### src/hdl/vfa_pkg.sv
`default_nettype none
// ----------------------------------------------------------------------------
// vfa_pkg: shared types and constants of the ventilation fan alarm step
// Holds the sample and result words, the configuration and latch records,
// register indices, mode bits, build-time path switches and ramp constants.
// ----------------------------------------------------------------------------
package vfa_pkg;

	// Build-time paths for the smoke alarm and the fan fault override.
	localparam logic SMOKE_PATH_ENABLED = 1'b0;
	localparam logic FAN_PATH_ENABLED   = 1'b0;

	// Mode bits.
	localparam logic [2:0] MODE_MANUAL    = 3'b001;
	localparam logic [2:0] MODE_AUTO_TEMP = 3'b010;
	localparam logic [2:0] MODE_AUTO_HUM  = 3'b100;

	// Ramp constants.
	localparam logic [6:0]  FULL_DUTY = 7'd100;
	localparam logic [15:0] RAMP_SPAN = 16'd10;
	localparam logic [10:0] RAMP_HALF = 11'd5;
	// Exact division by ten for dividends up to 1028: (x * 205) >> 11.
	localparam logic [17:0] DIV10_MUL   = 18'd205;
	localparam int          DIV10_SHIFT = 11;

	// Configuration port.
	localparam int CFG_INDEX_W = 3;
	localparam int CFG_DATA_W  = 16;
	localparam logic [CFG_INDEX_W-1:0] REG_SYS_ON          = 3'd0;
	localparam logic [CFG_INDEX_W-1:0] REG_MODE_BITS       = 3'd1;
	localparam logic [CFG_INDEX_W-1:0] REG_MANUAL_DUTY     = 3'd2;
	localparam logic [CFG_INDEX_W-1:0] REG_TEMP_TARGET     = 3'd3;
	localparam logic [CFG_INDEX_W-1:0] REG_HUMIDITY_TARGET = 3'd4;
	localparam logic [CFG_INDEX_W-1:0] REG_SMOKE_ARM       = 3'd5;

	typedef struct packed {
		logic [15:0] temp_now;
		logic [15:0] humidity_now;
		logic        smoke_seen;
		logic        fan_fault;
		logic        filter_fault;
		logic        clear_level;
	} vfa_in_t;

	typedef struct packed {
		logic [6:0] fan_duty;
		logic       temp_alarm;
		logic       humidity_alarm;
		logic       smoke_alarm;
		logic       fan_alarm_out;
		logic       filter_alarm_out;
	} vfa_out_t;

	typedef struct packed {
		logic        sys_on;
		logic [2:0]  mode_bits;
		logic [7:0]  manual_duty;
		logic [15:0] temp_target;
		logic [15:0] humidity_target;
		logic        smoke_arm;
	} vfa_cfg_t;

	typedef struct packed {
		logic temp;
		logic humidity;
		logic smoke;
		logic fan;
		logic filter;
	} vfa_latch_t;

endpackage
`default_nettype wire

### src/hdl/vfa_chan.sv
`default_nettype none
// ----------------------------------------------------------------------------
// vfa_chan: automatic duty and alarm of one sensor channel
// Ramps from the floor duty to full duty over ten units of excess, rounded.
// ----------------------------------------------------------------------------
module vfa_chan
	import vfa_pkg::*;
(
	input  wire logic        enable,
	input  wire logic [15:0] now,
	input  wire logic [15:0] target,
	input  wire logic [6:0]  floor_duty,
	output logic      [6:0]  duty,
	output logic             alarm
);

	logic        above;
	logic [16:0] limit_wide;
	logic [15:0] limit;
	logic [15:0] excess;
	logic        past_span;
	logic [6:0]  span;
	logic [10:0] scaled;
	logic [17:0] recip;
	logic [6:0]  quot;
	logic [7:0]  ramp;

	assign above      = now > target;
	assign limit_wide = {1'b0, target} + {1'b0, RAMP_SPAN};
	assign limit      = limit_wide[16] ? 16'hFFFF : limit_wide[15:0];
	assign excess     = now - target;
	assign past_span  = excess >= RAMP_SPAN;
	assign span       = FULL_DUTY - floor_duty;

	// The excess is below ten whenever the ramp value is used.
	assign scaled = 11'(excess[3:0]) * 11'(span) + RAMP_HALF;
	assign recip  = 18'(scaled) * DIV10_MUL;
	assign quot   = 7'(recip >> DIV10_SHIFT);
	assign ramp   = {1'b0, floor_duty} + {1'b0, quot};

	always_comb begin
		if (!enable || !above) begin
			duty = '0;
		end else if (past_span || ramp > {1'b0, FULL_DUTY}) begin
			duty = FULL_DUTY;
		end else begin
			duty = ramp[6:0];
		end
	end

	assign alarm = enable && above && (now >= limit);

endmodule
`default_nettype wire

### src/hdl/vfa_ctrl.sv
`default_nettype none
// ----------------------------------------------------------------------------
// vfa_ctrl: duty selection and alarm latch update for one sample
// Combines manual and automatic duties, overrides and the clear edge.
// ----------------------------------------------------------------------------
module vfa_ctrl
	import vfa_pkg::*;
(
	input  wire vfa_cfg_t   cfg,
	input  wire vfa_in_t    sample,
	input  wire vfa_latch_t latch,
	input  wire logic       prev_clear,
	output vfa_latch_t      latch_next,
	output vfa_out_t        result
);

	logic       manual;
	logic [6:0] min_duty;
	logic [6:0] temp_duty;
	logic [6:0] hum_duty;
	logic       temp_auto_alarm;
	logic       hum_auto_alarm;
	logic       temp_alarm;
	logic       hum_alarm;
	logic       smoke_on;
	logic       smoke_act;
	logic       fan_act;
	logic       clear_req;
	logic [6:0] duty;
	vfa_latch_t base;
	vfa_latch_t act;

	assign manual   = |(cfg.mode_bits & MODE_MANUAL);
	assign min_duty = (cfg.manual_duty > {1'b0, FULL_DUTY}) ? FULL_DUTY : cfg.manual_duty[6:0];

	vfa_chan u_temp (
		.enable     (!manual && |(cfg.mode_bits & MODE_AUTO_TEMP)),
		.now        (sample.temp_now),
		.target     (cfg.temp_target),
		.floor_duty (min_duty),
		.duty       (temp_duty),
		.alarm      (temp_auto_alarm)
	);

	vfa_chan u_hum (
		.enable     (!manual && |(cfg.mode_bits & MODE_AUTO_HUM)),
		.now        (sample.humidity_now),
		.target     (cfg.humidity_target),
		.floor_duty (min_duty),
		.duty       (hum_duty),
		.alarm      (hum_auto_alarm)
	);

	always_comb begin
		if (manual) begin
			duty       = min_duty;
			temp_alarm = {1'b0, sample.temp_now} >= ({1'b0, cfg.temp_target} + {1'b0, RAMP_SPAN});
			hum_alarm  = {1'b0, sample.humidity_now} >=
				({1'b0, cfg.humidity_target} + {1'b0, RAMP_SPAN});
		end else begin
			duty       = (temp_duty > hum_duty) ? temp_duty : hum_duty;
			temp_alarm = temp_auto_alarm;
			hum_alarm  = hum_auto_alarm;
		end
	end

	assign smoke_on  = SMOKE_PATH_ENABLED && cfg.smoke_arm;
	assign smoke_act = smoke_on && sample.smoke_seen;
	assign fan_act   = FAN_PATH_ENABLED && sample.fan_fault;
	assign clear_req = prev_clear && !sample.clear_level;

	always_comb begin
		base        = latch;
		base.smoke  = smoke_on && latch.smoke;
		base.fan    = FAN_PATH_ENABLED && latch.fan;
		act.temp     = temp_alarm;
		act.humidity = hum_alarm;
		act.smoke    = smoke_act;
		act.fan      = fan_act;
		act.filter   = sample.filter_fault;
	end

	always_comb begin
		if (!cfg.sys_on) begin
			latch_next      = '0;
			result.fan_duty = '0;
		end else begin
			// A clear edge drops only the latches whose condition is gone.
			latch_next = (base | act) & ~({$bits(vfa_latch_t){clear_req}} & ~act);
			if (fan_act) begin
				result.fan_duty = '0;
			end else if (smoke_act) begin
				result.fan_duty = FULL_DUTY;
			end else begin
				result.fan_duty = duty;
			end
		end
		result.temp_alarm       = latch_next.temp;
		result.humidity_alarm   = latch_next.humidity;
		result.smoke_alarm      = latch_next.smoke;
		result.fan_alarm_out    = latch_next.fan;
		result.filter_alarm_out = latch_next.filter;
	end

endmodule
`default_nettype wire

### src/hdl/ventilation_fan_alarm_step.sv
`default_nettype none
// ----------------------------------------------------------------------------
// ventilation_fan_alarm_step: fan duty and latched alarms per sensor sample
// Sample register, single-pass control logic, alarm latches and result
// register, with a plain configuration write port.
// ----------------------------------------------------------------------------
// Usage:
// Each sample word carries the temperature and humidity readings, the three
// fault flags and the alarm clear level. Every sample yields exactly one
// result word: the fan duty (0 to 100) and the five alarm latches as they
// stand after that sample.
// Both channels use valid and stall; a word moves on an edge where valid is
// high and stall is low. A sample accepted on one edge is registered, worked
// through the control logic and loaded into the result register as soon as
// that register can load, and is offered from there. One sample is accepted
// in every cycle while the result side keeps up; the alarm latches are
// updated in the same cycle the result register loads, so back-to-back
// samples see each other's state. When the receiver stalls, the result is
// held and the sample register fills; the sample channel then stalls until
// the result word is taken.
// Reset clears the configuration registers, the latches, the stored clear
// level and both valid flags. Configuration is written through cfg_we,
// cfg_index and cfg_data; unknown indices are ignored. The user must write
// it only while no sample is in flight; the block does not enforce this.
// ----------------------------------------------------------------------------
module ventilation_fan_alarm_step
	import vfa_pkg::*;
(
	input  wire logic                   clk,
	input  wire logic                   arst_n,
	input  wire logic                   sample_valid,
	output logic                        sample_stall,
	input  wire vfa_in_t                sample,
	output logic                        result_valid,
	input  wire logic                   result_stall,
	output vfa_out_t                    result,
	input  wire logic                   cfg_we,
	input  wire logic [CFG_INDEX_W-1:0] cfg_index,
	input  wire logic [CFG_DATA_W-1:0]  cfg_data
);

	vfa_cfg_t   cfg_q;
	vfa_latch_t latch_q;
	logic       prev_clear_q;
	logic       valid_s1;
	vfa_in_t    sample_s1;
	logic       result_valid_q;
	vfa_out_t   result_q;
	logic       advance;
	vfa_latch_t latch_next;
	vfa_out_t   result_next;

	// Configuration registers.
	always_ff @(posedge clk or negedge arst_n) begin
		if (!arst_n) begin
			cfg_q <= '0;
		end else if (cfg_we) begin
			unique case (cfg_index)
				REG_SYS_ON:          cfg_q.sys_on          <= cfg_data[0];
				REG_MODE_BITS:       cfg_q.mode_bits       <= cfg_data[2:0];
				REG_MANUAL_DUTY:     cfg_q.manual_duty     <= cfg_data[7:0];
				REG_TEMP_TARGET:     cfg_q.temp_target     <= cfg_data;
				REG_HUMIDITY_TARGET: cfg_q.humidity_target <= cfg_data;
				REG_SMOKE_ARM:       cfg_q.smoke_arm       <= cfg_data[0];
				default: ;
			endcase
		end
	end

	// The result register can load when it is empty or being taken.
	assign advance      = !result_valid_q || !result_stall;
	assign sample_stall = valid_s1 && !advance;

	// Sample register.
	always_ff @(posedge clk or negedge arst_n) begin
		if (!arst_n) begin
			valid_s1 <= 1'b0;
		end else if (!sample_stall) begin
			valid_s1 <= sample_valid;
		end
	end

	always_ff @(posedge clk) begin
		if (sample_valid && !sample_stall) begin
			sample_s1 <= sample;
		end
	end

	vfa_ctrl u_ctrl (
		.cfg        (cfg_q),
		.sample     (sample_s1),
		.latch      (latch_q),
		.prev_clear (prev_clear_q),
		.latch_next (latch_next),
		.result     (result_next)
	);

	// Alarm latches and the stored clear level move with each sample.
	always_ff @(posedge clk or negedge arst_n) begin
		if (!arst_n) begin
			latch_q        <= '0;
			prev_clear_q   <= 1'b0;
			result_valid_q <= 1'b0;
		end else if (advance) begin
			result_valid_q <= valid_s1;
			if (valid_s1) begin
				latch_q      <= latch_next;
				prev_clear_q <= sample_s1.clear_level;
			end
		end
	end

	always_ff @(posedge clk) begin
		if (advance && valid_s1) begin
			result_q <= result_next;
		end
	end

	assign result_valid = result_valid_q;
	assign result       = result_q;

endmodule
`default_nettype wire

### config.mk
export PLATFORM = sky130hd
export DESIGN_NAME = ventilation_fan_alarm_step
export DESIGN_NICKNAME = d
export VERILOG_FILES = /design/src/hdl/vfa_pkg.sv /design/src/hdl/vfa_chan.sv /design/src/hdl/vfa_ctrl.sv /design/src/hdl/ventilation_fan_alarm_step.sv
export SDC_FILE = /design/constraint.sdc
export NUM_CORES = 1
export LEC_CHECK = 0
export BUFFER_PORTS_ARGS = -buffer_cell sky130_fd_sc_hd__buf_2
export CORE_MARGIN = 1.5
export CORE_UTILIZATION = 30
export CTS_CLUSTER_SIZE = 12
export DETAILED_ROUTE_END_ITERATION = 12
export HOLD_SLACK_MARGIN = 0.03
export PLACE_DENSITY = 0.53
export SLEW_MARGIN = 20
export SYNTH_ARGS = -nofsm -noshare
export SYNTH_HDL_FRONTEND = slang
export SYNTH_SLANG_ARGS = --single-unit
### constraint.sdc
create_clock -name clk -period 15.6 [get_ports clk]
set_input_delay 0 -clock clk [delete_from_list [all_inputs] [get_ports clk]]
set_output_delay 0 -clock clk [all_outputs]
set_load 0.05 [all_outputs]
After elaboration in Yosys (flattened, before gate mapping)

Index checks and enable logic that the tools add are counted.

Order comparisons: 12
Reductions and logical operators: 32
Eq/ne operators: 4
Multiply operators: 4
Add/sub/neg operators: 9
Muxes and demuxes: 12
Bitwise logic cells: 5

Operators with widths:

| cell                    | count |
|---|---|
| $mux W7                 | 7 |
| $mul A11 B8 Y18 const B | 2 |
| $add A16 B4 Y17 const B | 2 |
| $ge A16 B17 Y1          | 2 |
| $ge A16 B16 Y1          | 2 |
| $ge A16 B4 Y1 const B   | 2 |
| $gt A16 B16 Y1          | 2 |
| $mux W16                | 2 |
| $sub A16 B16 Y16        | 2 |
| $gt A8 B7 Y1 const B    | 3 |
| $add A11 B3 Y11 const B | 2 |
| $mul A4 B7 Y11          | 2 |
| $add A7 B7 Y8           | 2 |
| $reduce_and A2 Y1       | 6 |
| $and A5 B5 Y5           | 2 |
| $logic_and A1 B1 Y1     | 10 |
| $logic_not A1 Y1        | 10 |
| $not A5 Y5              | 2 |
| $gt A7 B7 Y1            | 1 |
| $sub A7 B7 Y7 const A   | 1 |
| $eq A3 B2 Y1 const B    | 2 |
| $logic_or A1 B1 Y1      | 5 |
| $mux W5                 | 1 |
| $or A5 B5 Y5            | 1 |
| other kinds (4)         | 5 |

Logic and storage cells: 99
Output and inout bits: 14
Bits in registers: 96
Bits of input ports: 60

Depth between registers and ports, before layout

Word-level depth: 14
Depth in mapped cells: 58
Mapped depth without buffers: 58

Modules after synthesis

Synthesis repeated with hierarchy kept, for this count alone.

Cell total of the unflattened synthesis: 1573
Area, all modules: 14371.3 um2

Modules (own cells, without submodules):

| module                     | instances | seq. area each (um2) | area an instance (um2) | cells an instance |
|---|---|---|---|---|
| vfa_chan at u_ctrl.u_hum   | 1         | 0.0                  | 4628.2                 | 595 |
| vfa_chan at u_ctrl.u_temp  | 1         | 0.0                  | 4460.5                 | 573 |
| ventilation_fan_alarm_step | 1         | 2767.7               | 3530.9                 | 168 |
| vfa_ctrl                   | 1         | 0.0                  | 1751.7                 | 237 |

Least setup slack after synthesis

OpenSTA, ideal clock, no wires.

Path kind: register to register
Start: register cfg_q[2] (netlist bit)
End: register result_q, in the netlist result[8] (data pin)
Setup slack: 3.531 ns
Buffers on the path: 0
Cell stages (with the launch flop): 57
Period minus slack after synthesis: 12.069 ns
Arrival time: 11.810 ns
Required time: 15.341 ns
Path through: dfrtp_1 -> inv_1 -> ha_1 -> nand2b_1 -> a21oi_1 -> xnor2_1 -> nand2b_1 -> fa_1 -> inv_1 -> fa_1 -> ha_1 -> ha_1 -> a21o_1 -> a21oi_1 -> o21ai_0 -> a21oi_1 -> o21ai_0 -> xor2_1 -> [21 not listed] -> o21ai_1 -> or4_1 -> nor4b_2 -> nand4_1 -> or4_4 -> nor2_8 -> and2_1 -> nand2_1 -> ha_1 -> a21oi_1 -> nor2b_1 -> o21ai_0 -> o21ai_0 -> nor2_1 -> nor2_1 -> and2_1 -> and4b_1 -> o31a_1

Cells in the longest elaborated chain, start to end: 12
Elaborated cells between the ends (all ways): 16
Classes of those cells: add/sub (3); mul (2); order compare (4); mux (4); reduce/logical (3)

Ends and longest elaborated chain:

| item                   | line                              | text |
|---|---|---|
| start: declaration     | ventilation_fan_alarm_step.sv:42  | `vfa_cfg_t cfg_q;` |
| $sub A16 B16 Y16       | vfa_chan.sv:31                    | `assign excess = now - target;` |
| $mul A4 B7 Y11         | vfa_chan.sv:36                    | `assign scaled = 11'(excess[3:0]) * 11'(span) + RAMP_HALF;` |
| $add A11 B3 Y11        | vfa_chan.sv:36                    |  |
| $mul A11 B8 Y18        | vfa_chan.sv:37                    | `assign recip = 18'(scaled) * DIV10_MUL;` |
| $add A7 B7 Y8          | vfa_chan.sv:39                    | `assign ramp = {1'b0, floor_duty} + {1'b0, quot};` |
| $gt A8 B7 Y1           | vfa_chan.sv:44                    | `end else if (past_span \|\| ramp > {1'b0, FULL_DUTY}) begin` |
| $logic_or A1 B1 Y1     | vfa_chan.sv:44                    |  |
| $mux W7                | vfa_chan.sv:44                    |  |
| $mux W7 *              | vfa_chan.sv:42                    | `if (!enable \|\| !above) begin` |
| $gt A7 B7 Y1           | vfa_ctrl.sv:61                    | `duty = (temp_duty > hum_duty) ? temp_duty : hum_duty;` |
| $mux W7 *              | vfa_ctrl.sv:61                    |  |
| $mux W7 *              | vfa_ctrl.sv:55                    | `if (manual) begin` |
| end signal: assignment | ventilation_fan_alarm_step.sv:115 | `result_q <= result_next;` |
| end: declaration       | ventilation_fan_alarm_step.sv:48  | `vfa_out_t result_q;` |

Every way passes the cells marked *; elsewhere a longest branch is shown, timed or not.
A chain may end at the register's enable or synchronous reset.

Worst setup path after layout

Start: register cfg_q[36] (netlist bit)
End: register result_q, in the netlist result[7] (data pin)

Cells in the longest elaborated chain, start to end: 14
Elaborated cells between the ends (all ways): 22
Classes of those cells: add/sub (5); mul (4); order compare (4); mux (7); reduce/logical (2)

Ends and longest elaborated chain:

| item               | line           | text |
|---|---|---|
| $gt A8 B7 Y1       | vfa_ctrl.sv:34 | `assign min_duty = (cfg.manual_duty > {1'b0, FULL_DUTY}) ? FULL_DUTY : cfg.manual_duty[6:0];` |
| $mux W7 *          | vfa_ctrl.sv:34 |  |
| $sub A7 B7 Y7      | vfa_chan.sv:33 | `assign span = FULL_DUTY - floor_duty;` |
| $mul A4 B7 Y11     | vfa_chan.sv:36 |  |
| $add A11 B3 Y11    | vfa_chan.sv:36 |  |
| $mul A11 B8 Y18    | vfa_chan.sv:37 |  |
| $add A7 B7 Y8      | vfa_chan.sv:39 |  |
| $gt A8 B7 Y1       | vfa_chan.sv:44 |  |
| $logic_or A1 B1 Y1 | vfa_chan.sv:44 |  |
| $mux W7            | vfa_chan.sv:44 |  |
| $mux W7            | vfa_chan.sv:42 |  |
| $gt A7 B7 Y1       | vfa_ctrl.sv:61 |  |
| $mux W7            | vfa_ctrl.sv:61 |  |
| $mux W7 *          | vfa_ctrl.sv:55 |  |

Marked as above.

==> metrics.txt <==
outcome=completed; mux share of post-synthesis cell area=3.00%; CP required=15710 ps; # nets final=1972; met3 wire length=866 um; top layer in use=met4; placed cell area=14200 sq um; number of diodes=0; CTS Buffer Depth=2; Avg WL per Cell=15.4 um; IO buf count=69; FMAX=0.0726 GHz; I/O pin count=74; Hold Vio Cnt, Final=0; CP Capture Type=flop; CP dominant cell by count=inv_1; Initial Utilization=30.6%; HPWL Detailed=28.2 mm; Vias/cell=4.97; via count=10900; Die Area=45400 sq um; Iteration-0 DRC Markers=682; most common cell in the synthesized netlist=ha_1; core area=43300 sq um; largest area contributor in the netlist=ha_1; Syn Area/Cell=8.92 sq um; Worst path max stage delay=620 ps; Worst-Margin Slew=1000 ps; number of flops mapped to enable cells by yosys=44; DR DRC count=0; Async SR Flop Fraction=53.2%; critical path data arrival time=13880 ps; Simple-Gate Fraction of Synth Area=16.1%; Critical Path Fanout Max=8; commonest cells in the netlist=253 x ha_1, 198 x inv_1, 107 x nor2_1, 69 x nand2_1, 65 x a21oi_1; Compound-Gate Fraction of Synth Area=16.0%; die width=213 um; xor/xnor share of the synthesized area=6.29%; clock buffer count from CTS=9; largest net degree at the start of global routing=51; top-area cell type share of the netlist area=23.9%; Slew HR=32.5%; leading register cell type out of synthesis=dfrtp_1; Skew-Pair Late Insertion Delay=360 ps; synthesized cell area=13200 sq um; minimum clock period=13770 ps; DRT met1 WL=16.5 mm; worst path bufs/invs=7; vias in the first global route=11100; Hold Crit Class=in2reg; maxcap violations=0; RePlAce Congestion=0.884; root buf cell=clkbuf_16; Routed WL=33.8 mm; skew final=10.2 ps; setup tns final=0 ps; Layout area overhead=14.2%; crit path max-delay cell type=or4_4; Filler cells=4475; Max Slew Vio Count=0; post-synth cell types=84; Initial DRT Pass Iterations=5; post-synthesis sequential area ratio=19.4%; adder-cell share of the synthesized area=32.7%; Routed met2 length=16.0 mm; Detail Route Antenna Nets=0; GRT overflow=0; clock slew at reported path FFs=70 ps; Total Routing Usage GR=15.5%; antenna violations before repair=0; CP Class=reg2reg; first-pass GRT wire length=56.2 mm; top cells by area, synth=ha_1 24%, edfxtp_1 10%, dfrtp_1 9.5%, fa_1 8.8%, inv_1 5.6%; H-tree depth=3; Final Cell Area=15100 sq um; Yosys reg bits=94; row count=76; Die Y=213 um; share of cells above drive strength 1=9.15%; Worst Setup Start Kind=flop; CTS Sinks=94; yosys warns=0; CTS tree=built; unrepaired setup endpoints after global routing=no; Setup Viol. Count Final=0; Mapped Cells=1484; period utilization=88.3%; delay-heaviest family, CP=adder cells; largest family of logic cells by synthesized area=adder cells
area by class of cell:
| class | count | area [sq um] | share of cell area (%) |
|---|---|---|---|
| clock buffer | 10 | 250 | 1.65 |
| timing repair buffer | 130 | 946 | 6.26 |
| sequential | 94 | 2570 | 17.0 |
| clock inverter | 6 | 57.6 | 0.381 |
| tap | 585 | 732 | 4.84 |
| multi-input combinational | 1167 | 9820 | 64.9 |
| inverter | 199 | 747 | 4.94 |
worst paths after layout:
| path | depth (start not counted) | start | end | slack, ps |
|---|---|---|---|---|
| hold / removal | 4 | cfg_we | cfg_q[44]$_DFFE_PN0P_ | 100 |
| setup / recovery | 55 | cfg_q[36]$_DFFE_PN0P_ | result[7]$_SDFFCE_PN0P_ | 1830 |
| max in group asynchronous | 3 | arst_n | cfg_q[38]$_DFFE_PN0P_ | 14870 |
| min in group asynchronous | 3 | arst_n | cfg_q[8]$_DFFE_PN0P_ | 310 |
| setup reg to reg | 55 | cfg_q[36]$_DFFE_PN0P_ | result[7]$_SDFFCE_PN0P_ | 1830 |
| hold reg to reg | 1 | sample_s1[0]$_DFFE_PP_ | prev_clear_q$_DFFE_PN0P_ | 500 |
placed cells by master (no fill, tap or decap), types with 9 or more instances in the layout:
cell type and n:
nor2b_1 38, nand4_1 19, dfrtp_1 50, nor2_1 107, buf_2 69, nand2_1 69
inv_1 198, dlygate4sd3_1 57, nand2b_1 24, or2_2 14, xnor2_1 55, fa_1 58
o21ai_0 61, a21oi_1 65, mux2_2 29, o21bai_1 9, edfxtp_1 44, clkbuf_16 10
and2_1 13, o21a_1 23, a211oi_1 11, xor2_1 40, o21ai_1 9, and3_1 17
a21o_1 43, nor3_1 32, ha_1 253, a31oi_1 19, nand3_1 26
kinds of logic (layout without fill, tap and decap cells):
logic type               after synthesis  after routing
AO/OA/AOI/OAI                        316            316
flip-flops                            94             94
buffers and inverters                224            345
multiplexers                          36             36
AND/OR/NAND/NOR                      407            407
adder cells (fa/ha/maj)              311            311
XOR/XNOR                              95             95
other                                  1              2
registers in the layout (all words and copies together) (netlist names):
signal	count
latch_q	3
cfg_q	44
result_valid	1
sample_s1	34
valid_s1	1
prev_clear_q	1
result	10
per-stage QoR:
stage / hold WS, ps / setup slack [ps] / instances / util [%]
2_1_floorplan: -296 / 3530 / 1485 / -
3_3_place_gp: 153 / 2080 / 2118 / 32.9
3_5_place_dp: 158 / 1930 / 2118 / 32.9
4_1_cts: 79.4 / 1870 / 2191 / 34.9
5_1_grt: 133 / 922 / 2191 / 34.9
6_report: 100 / 1830 / 2191 / 34.9
worst min-delay path, cell delays in order:
cell and delay (ps):
buf_2 120, nor4b_1 160, nand2_1 60, o21ai_0 70
layer usage:
metal	vias up	GRT usage, %
li1	5478	-
met1	5196	21.2
met2	191	26.4
met3	30	1.24
met4	0	3.20
met5	-	0
what timing repair did:
| item | CTS | global route |
|---|---|---|
| hold buffers | 57 | 0 |
| hold endpoints to repair | 130 | 0 |
| gates resized for setup | 0 | 0 |
| buffers inserted | 0 | 0 |
Power is not shown: default switching activity piles up to over one toggle a cycle in this logic, so the estimate is an artifact.
